### config.mk
export PLATFORM = sky130hd
export DESIGN_NAME = gtr_ctrl
export DESIGN_NICKNAME = d
export VERILOG_FILES = /design/src/hdl/gtr_pkg.sv /design/src/hdl/gtr_ctrl.sv
export SDC_FILE = /design/constraint.sdc
export NUM_CORES = 1
export LEC_CHECK = 0
export BUFFER_PORTS_ARGS = -buffer_cell sky130_fd_sc_hd__clkbuf_2
export CORE_AREA = 8 8 45 47
export CTS_CLUSTER_SIZE = 16
export DETAILED_ROUTE_END_ITERATION = 16
export DIE_AREA = 0 0 53 55
export PLACE_DENSITY = 0.73
export SYNTH_ARGS = -nofsm -noshare
export SYNTH_HDL_FRONTEND = slang
export SYNTH_SLANG_ARGS = --single-unit
### constraint.sdc
create_clock -name clk -period 3.05 [get_ports clk]
set_clock_uncertainty 0.1 [all_clocks]
set_input_delay 0.1525 -clock clk [delete_from_list [all_inputs] [get_ports clk]]
set_output_delay 0.1525 -clock clk [all_outputs]
set_load 0.02 [all_outputs]
### src/hdl/gtr_pkg.sv
// Shared types, constants and the glyph ROM of the text rasterizer.
package gtr_pkg;

	localparam logic [7:0] LEAD_BYTE = 8'hC3;
	localparam logic [7:0] UML_UPPER = 8'h96;
	localparam logic [7:0] UML_LOWER = 8'hB6;
	localparam logic [7:0] UML_SLOT = 8'h80;
	localparam logic [10:0] CURSOR_MAX = 11'd2047;

	localparam logic [1:0] FUNC_TEXT = 2'd0;
	localparam logic [1:0] FUNC_CLEAR = 2'd1;
	localparam logic [1:0] FUNC_READ = 2'd2;

	localparam logic [1:0] REG_ORIGIN_X = 2'd0;
	localparam logic [1:0] REG_ORIGIN_Y = 2'd1;
	localparam logic [1:0] REG_SCALE = 2'd2;

	typedef struct packed {
		logic load_item;
		logic adv;
		logic lead_set;
		logic lead_clr;
		logic draw_uml;
		logic draw_byte;
		logic pix_step;
		logic pix_rd;
		logic pix_wr;
		logic clr_init;
		logic clr_step;
		logic rd_issue;
		logic out_load;
	} gtr_cmd_t;

	typedef struct packed {
		logic [1:0] func;
		logic lead;
		logic byte_uml;
		logic byte_lead;
		logic end_flag;
		logic hit;
		logic pix_last;
		logic clr_last;
		logic out_free;
	} gtr_sts_t;

	// Five columns of seven rows, column i in bits [8i+7:8i], row 0 in the lowest bit.
	function automatic logic [39:0] glyph_bits(input logic [7:0] code);
		logic [39:0] g;
		unique case (code)
			8'h21: g = 40'h00_00_5f_00_00;
			8'h25: g = 40'h23_13_08_64_62;
			8'h2d: g = 40'h08_08_08_08_08;
			8'h2e: g = 40'h00_00_60_60_00;
			8'h3a: g = 40'h00_00_36_36_00;
			8'h30: g = 40'h3e_45_49_51_3e;
			8'h31: g = 40'h00_40_7f_42_00;
			8'h32: g = 40'h46_49_51_61_42;
			8'h33: g = 40'h31_4b_45_41_21;
			8'h34: g = 40'h10_7f_12_14_18;
			8'h35: g = 40'h39_45_45_45_27;
			8'h36: g = 40'h30_49_49_4a_3c;
			8'h37: g = 40'h03_05_09_71_01;
			8'h38: g = 40'h36_49_49_49_36;
			8'h39: g = 40'h1e_29_49_49_06;
			8'h41: g = 40'h7e_11_11_11_7e;
			8'h42: g = 40'h36_49_49_49_7f;
			8'h43: g = 40'h22_41_41_41_3e;
			8'h44: g = 40'h1c_22_41_41_7f;
			8'h45: g = 40'h41_49_49_49_7f;
			8'h46: g = 40'h01_09_09_09_7f;
			8'h47: g = 40'h7a_49_49_41_3e;
			8'h48: g = 40'h7f_08_08_08_7f;
			8'h49: g = 40'h00_41_7f_41_00;
			8'h4a: g = 40'h01_3f_41_40_20;
			8'h4b: g = 40'h41_22_14_08_7f;
			8'h4c: g = 40'h40_40_40_40_7f;
			8'h4d: g = 40'h7f_02_0c_02_7f;
			8'h4e: g = 40'h7f_10_08_04_7f;
			8'h4f: g = 40'h3e_41_41_41_3e;
			8'h50: g = 40'h06_09_09_09_7f;
			8'h51: g = 40'h5e_21_51_41_3e;
			8'h52: g = 40'h46_29_19_09_7f;
			8'h53: g = 40'h31_49_49_49_46;
			8'h54: g = 40'h01_01_7f_01_01;
			8'h55: g = 40'h3f_40_40_40_3f;
			8'h56: g = 40'h1f_20_40_20_1f;
			8'h57: g = 40'h3f_40_38_40_3f;
			8'h58: g = 40'h63_14_08_14_63;
			8'h59: g = 40'h07_08_70_08_07;
			8'h5a: g = 40'h43_45_49_51_61;
			8'h80: g = 40'h3e_41_41_41_3e;
			default: g = 40'h0;
		endcase
		return g;
	endfunction

endpackage

### src/hdl/gtr_ctrl.sv
// Controller state machine that sequences items, glyph drawing and store sweeps.
module gtr_ctrl import gtr_pkg::*; (
	input  logic     clk,
	input  logic     arst_n,
	input  logic     s_tvalid,
	input  logic [1:0] s_tuser,
	output logic     s_tready,
	input  gtr_sts_t sts,
	output gtr_cmd_t cmd
);
	localparam logic [2:0] ST_CLR = 3'd0;
	localparam logic [2:0] ST_IDLE = 3'd1;
	localparam logic [2:0] ST_T1 = 3'd2;
	localparam logic [2:0] ST_T2 = 3'd3;
	localparam logic [2:0] ST_PIX = 3'd4;
	localparam logic [2:0] ST_WR = 3'd5;
	localparam logic [2:0] ST_FIN = 3'd6;

	logic [2:0] state_q, state_d;
	logic from_item_q, from_item_d;

	assign s_tready = state_q == ST_IDLE;

	always_comb begin
		cmd = '0;
		state_d = state_q;
		from_item_d = from_item_q;
		unique case (state_q)
			ST_CLR: begin
				cmd.clr_step = 1'b1;
				if (sts.clr_last) begin
					state_d = from_item_q ? ST_FIN : ST_IDLE;
				end
			end
			ST_IDLE: begin
				if (s_tvalid) begin
					cmd.load_item = 1'b1;
					priority case (s_tuser)
						FUNC_TEXT: state_d = ST_T1;
						FUNC_CLEAR: begin
							cmd.clr_init = 1'b1;
							from_item_d = 1'b1;
							state_d = ST_CLR;
						end
						default: begin
							from_item_d = 1'b1;
							state_d = ST_FIN;
						end
					endcase
				end
			end
			ST_T1: begin
				if (sts.lead) begin
					cmd.lead_clr = 1'b1;
					if (sts.byte_uml) begin
						cmd.draw_uml = 1'b1;
						state_d = ST_PIX;
					end else begin
						cmd.adv = 1'b1;
						state_d = ST_T2;
					end
				end else begin
					state_d = ST_T2;
				end
			end
			ST_T2: begin
				if (sts.byte_lead) begin
					if (sts.end_flag) begin
						cmd.adv = 1'b1;
					end else begin
						cmd.lead_set = 1'b1;
					end
					state_d = ST_FIN;
				end else begin
					cmd.draw_byte = 1'b1;
					state_d = ST_PIX;
				end
			end
			ST_PIX: begin
				if (sts.hit) begin
					cmd.pix_rd = 1'b1;
					state_d = ST_WR;
				end else begin
					cmd.pix_step = 1'b1;
					if (sts.pix_last) begin
						cmd.adv = 1'b1;
						state_d = ST_FIN;
					end
				end
			end
			ST_WR: begin
				cmd.pix_wr = 1'b1;
				cmd.pix_step = 1'b1;
				if (sts.pix_last) begin
					cmd.adv = 1'b1;
					state_d = ST_FIN;
				end else begin
					state_d = ST_PIX;
				end
			end
			ST_FIN: begin
				cmd.rd_issue = sts.func == FUNC_READ && from_item_q;
				from_item_d = 1'b0;
				if (!from_item_q && sts.out_free) begin
					cmd.out_load = 1'b1;
					state_d = ST_IDLE;
				end
			end
			default: state_d = ST_IDLE;
		endcase
	end

	always_ff @(posedge clk or negedge arst_n) begin
		if (!arst_n) begin
			state_q <= ST_CLR;
			from_item_q <= 1'b0;
		end else begin
			state_q <= state_d;
			from_item_q <= from_item_d;
		end
	end

	// A read item reaches FIN with from_item_q set in the idle state.
	a_wr_after_pix: assert property (@(posedge clk) disable iff (!arst_n)
		state_q == ST_WR |-> $past(state_q) == ST_PIX)
		else $error("pixel write not preceded by its read");
	a_ram_wr_state: assert property (@(posedge clk) disable iff (!arst_n)
		(cmd.pix_wr || cmd.clr_step) |-> (state_q == ST_WR || state_q == ST_CLR))
		else $error("store written outside a write state");
	a_fin_exit: assert property (@(posedge clk) disable iff (!arst_n)
		(state_q == ST_FIN && !from_item_q && sts.out_free) |=> state_q == ST_IDLE)
		else $error("finished item did not return to idle");
endmodule

After elaboration in Yosys (flattened, before gate mapping)

Index checks and enable logic that the tools add are counted.

Equality and inequality tests: 13
Muxes and demuxes: 42
Reduce and logical (&&, ||, !) cells: 8

Operator list:

| cell               | count |
|---|---|
| $mux 3             | 8 |
| $mux 1             | 23 |
| $pmux 3 s7         | 1 |
| $mux 2             | 6 |
| $eq 3x3->1 const B | 3 |
| $ne 2x2->1 const B | 4 |
| $eq 3x2->1 const B | 2 |
| $pmux 3 s2         | 1 |
| $pmux 1 s2         | 2 |
| $pmux 1 s4         | 1 |
| $reduce_and 4->1   | 1 |
| $eq 3x1->1 const B | 1 |
| $logic_not 3->1    | 1 |
| $ne 3x3->1 const B | 1 |
| $reduce_and 3->1   | 1 |
| $eq 2x1->1 const B | 1 |
| $eq 2x2->1 const B | 1 |
| $logic_and 1x1->1  | 2 |
| $logic_not 2->1    | 1 |
| $reduce_bool 2->1  | 1 |
| $logic_not 1->1    | 1 |

Bits in registers: 4
Input port bits: 15
Output and inout bits: 14
Word-level logic and storage cells: 65

Depth between registers and ports, before layout

Depth in word-level cells: 4
Depth in mapped cells: 6
Mapped depth without buffers: 5

Worst setup path before layout

Ideal clock, no wire load.

Kind: register -> output
Start point: register state_q[2]
End point: output port cmd[3] (netlist name)
Arrival: 1656 ps
Required time: 2797 ps
Slack: 1141 ps
Cell stages (with the launch flop): 5
Path buffers: 1
Path through: dfrtp_1 -> buf_6 -> nor3_1 -> and2_1 -> and3b_1

RTL lines:

| element                | line            | source |
|---|---|---|
| from (decl)            | gtr_ctrl.sv:19  | `logic [2:0] state_q, state_d;` |
| from (signal assigned) | gtr_ctrl.sv:118 | `state_q <= state_d;` |
| to (decl)              | gtr_ctrl.sv:9   | `output gtr_cmd_t cmd` |

==> impl_metrics.py <==
metrics = {
    "power_and_ir_drop": {
        "ir_worst_vdd_mv": 0.2508,
        "p_per_area_nw_per_um2": 890.5,
        "p_leak_nw": 0.3435,
    },
    "die": {
        "rows": 14,
        "die_y_um": 55,
        "io_pins": 29,
        "die-area_um2": 2915,
        "die_w_um": 53,
        "start_util": 0.3834,
        "core_area_um2": 1384,
    },
    "sta": {
        "min_period_over_period": 0.6913,
        "layout_min_cycle_time_ns": 2.108,
        "max_slew_margin": 0.6143,
        "grt_setup_unrepaired": "false",
        "fin_tns_setup_ns": 0,
        "setup_violations": 0,
        "tightest_slew_ns": 0.5786,
        "fmax_mhz": 474.3,
        "drv_slew": 0,
        "hold_violations": 0,
        "fin_ws_ns": 0.9417,
    },
    "detailed_routing": {
        "drc": 0,
        "drt_wl_total_um": 1666,
        "ant_nets": 0,
        "drt_iter0_markers": 30,
        "dr.pass1.iters": 4,
        "drt-vias-per-instance": 5.621,
        "num_vias": 652,
        "avgRoutedWirePerCell_um": 14.36,
    },
    "critical_path": {
        "crit_type": "register to primary output",
        "r2r-end": "state_q[2]$_DFFE_PN0P_",
        "r2r_setup_slack_ns": 1.35,
        "crit_fanout": 20,
        "cp-startpoint": "state_q[2]$_DFFE_PN0P_",
        "reg2reg_from": "state_q[1]$_DFFE_PN0P_",
        "cp_data_required_time_ns": 2.80,
        "crit_end": "cmd[11]",
        "rr_worst_depth": 5,
        "arrival_ns": 1.86,
        "worst_setup_path_end_kind": "primary output",
        "start_kind": "register",
    },
    "yosys": {
        "avgSynthCellArea_um2": 7.368,
        "synth_fp_nets": 89,
        "ys_seq_area_frac": 0.1887,
        "yosys_warnings": 0,
        "synth_area_um2": 530.5,
        "synthDistinctLibCells": 31,
        "ys_seq_elements": 4,
        "postSynthCellCount": 72,
    },
    "finish": {
        "multi_input_area_um2": 370.4,
        "diodes": 0,
        "area_growth_pct": 29.25,
        "fill_cells": 153,
        "layout.nets": 119,
        "regArea_um2": 100.1,
        "drive_above_1_share": 0.3400,
    },
    "cts": {
        "tritoncts": "done",
        "cts_buffer_depth": 2,
        "clockRootBuffer": "clkbuf_4",
        "numCtsBuffers": 3,
        "cts.sinks": 4,
        "ctsHtreeMaxLevel": 1,
        "post_cts.repair.setup_buffers": 0,
        "worstSkewPairLatency_ns": 0.24,
        "path_clk_slew_ns": 0.04,
    },
    "grt": {
        "grt_pass1_vias": 535,
        "grt_pass1_wl_um": 2401,
        "gr-total-overflow": 0,
        "antenna_found_initial": 0,
        "grt_max_degree": 21,
        "grt_usage": 0.1045,
    },
    "placed_design": {
        "portBuffers": 28,
        "place.gp.congestion": 0.8191,
        "hpwl_um": 1273,
        "post-place-ws_ns": 1.210,
    },
    "status": {
        "status": "complete, no violations",
    },
    "worst_hold_path": {
        "hp-class": "primary input to register",
    },
    "flow_run": {
        "max_cap_viol_count": 0,
    },
}
[worst min path at each step]
stage	end	cells after the start	from	slack (ns)
final	from_item_q$_DFFE_PN0P_	3	s_tvalid	0.14
after global routing	state_q[0]$_DFFE_PN0P_	2	arst_n	0.16
after CTS	from_item_q$_DFFE_PN0P_	3	s_tvalid	0.14
after detailed placement	state_q[0]$_DFFE_PN0P_	1	arst_n	-0.14
after global placement	state_q[0]$_DFFE_PN0P_	1	arst_n	-0.14
after floorplan	from_item_q$_DFFE_PN0P_	0	arst_n	-0.24
[layer usage]
metal	up-vias	GRT usage	wire, µm
li1	322	-	-
met1	302	0.1282	669
met2	26	0.1895	861
met3	2	0.01070	127
met4	0	0.02586	7
met5	-	0	0
[cell families after synthesis]
| group | count (synthesis) | synth area share |
|---|---|---|
| flops | 4 | 0.1887 |
| fa+ha+maj | 2 | 0.04716 |
| compound gates | 24 | 0.3043 |
| buf+inv | 10 | 0.1132 |
| simple gates | 32 | 0.3467 |
[through the flow]
step,std cells,cell area [µm²],hold WS (ns),utilization,power [W]
2_1_floorplan,72,530.5,-0.2431,-,0.0004614
3_3_place_gp,112,653.1,-0.1394,0.4720,0.0005279
3_5_place_dp,112,653.1,-0.1388,0.4720,0.0005388
4_1_cts,116,685.7,0.1401,0.4955,0.0006121
5_1_grt,116,685.7,0.1607,0.4955,0.0006584
6_report,116,685.7,0.1401,0.4955,0.0006106
[where the power goes]
group | leakage [nW] | total (W) | internal, W | switching, W
combinational | 0.279 | 0.000373 | 0.000161 | 0.000213
clock | 0.0138 | 0.0000706 | 0.0000443 | 0.0000263
sequential | 0.0503 | 0.000166 | 0.0000778 | 0.0000886
[cell type report]
| cell class | count | area share |
|---|---|---|
| sequential | 4 | 0.1460 |
| multi-input combinational | 58 | 0.5401 |
| timing repair buffer | 29 | 0.2190 |
| tap | 16 | 0.02920 |
| inverter | 6 | 0.03285 |
| clock buffer | 3 | 0.03285 |
[cell usage in the layout (no fill, tap or decap), types with 4 or more instances in the layout]
master	Yosys	routed
nand2_1	6	6
o21ai_0	4	4
nor3_1	6	6
clkbuf_2	0	28
dfrtp_1	4	4
nor2_1	4	4
a21oi_1	7	7
inv_1	4	4
[cells in the mapped netlist]
cell type | number | area (µm²)
o21ai_0 | 4 | 20.02
nand2_1 | 6 | 22.52
nand2b_1 | 2 | 12.51
and4bb_4 | 1 | 16.27
nor3b_1 | 1 | 7.510
buf_6 | 2 | 22.52
inv_2 | 2 | 7.510
o2bb2ai_1 | 2 | 17.52
or3_1 | 1 | 6.260
a21oi_1 | 7 | 35.03
dfrtp_1 | 4 | 100.1
and2b_1 | 1 | 7.510
nand3_1 | 1 | 5.000
a21boi_0 | 1 | 7.510
buf_4 | 2 | 15.01
o2111ai_1 | 2 | 17.52
a222oi_1 | 1 | 10.01
o31ai_1 | 1 | 7.510
and2_1 | 3 | 18.77
or3b_1 | 1 | 8.760
inv_1 | 4 | 15.01
o211a_1 | 1 | 10.01
ha_1 | 2 | 25.02
nor3_1 | 6 | 30.03
o21a_1 | 1 | 7.510
nor2_1 | 4 | 15.01
o22ai_1 | 1 | 6.260
nor2b_1 | 3 | 18.77
and3_1 | 1 | 6.260
and3b_1 | 1 | 8.760
a211oi_1 | 3 | 22.52
[timing repair]
action	4_1_cts	5_1_grt
hold buffers	1	0
endpoints found under the hold margin	4	0
gates resized for setup	0	0
[sequential cells by signal, summed over array words and instances (netlist names)]
signal and cells:
state_q 3, from_item_q 1
[worst max-delay path, cell delays in order (launching register included)]
cell      delay [ns]
dfrtp_1         0.70
and4bb_4        0.33
a222oi_1        0.34
nor2_1          0.08
clkbuf_2        0.17
No activity file was read; power rests on OpenSTA's default activity.
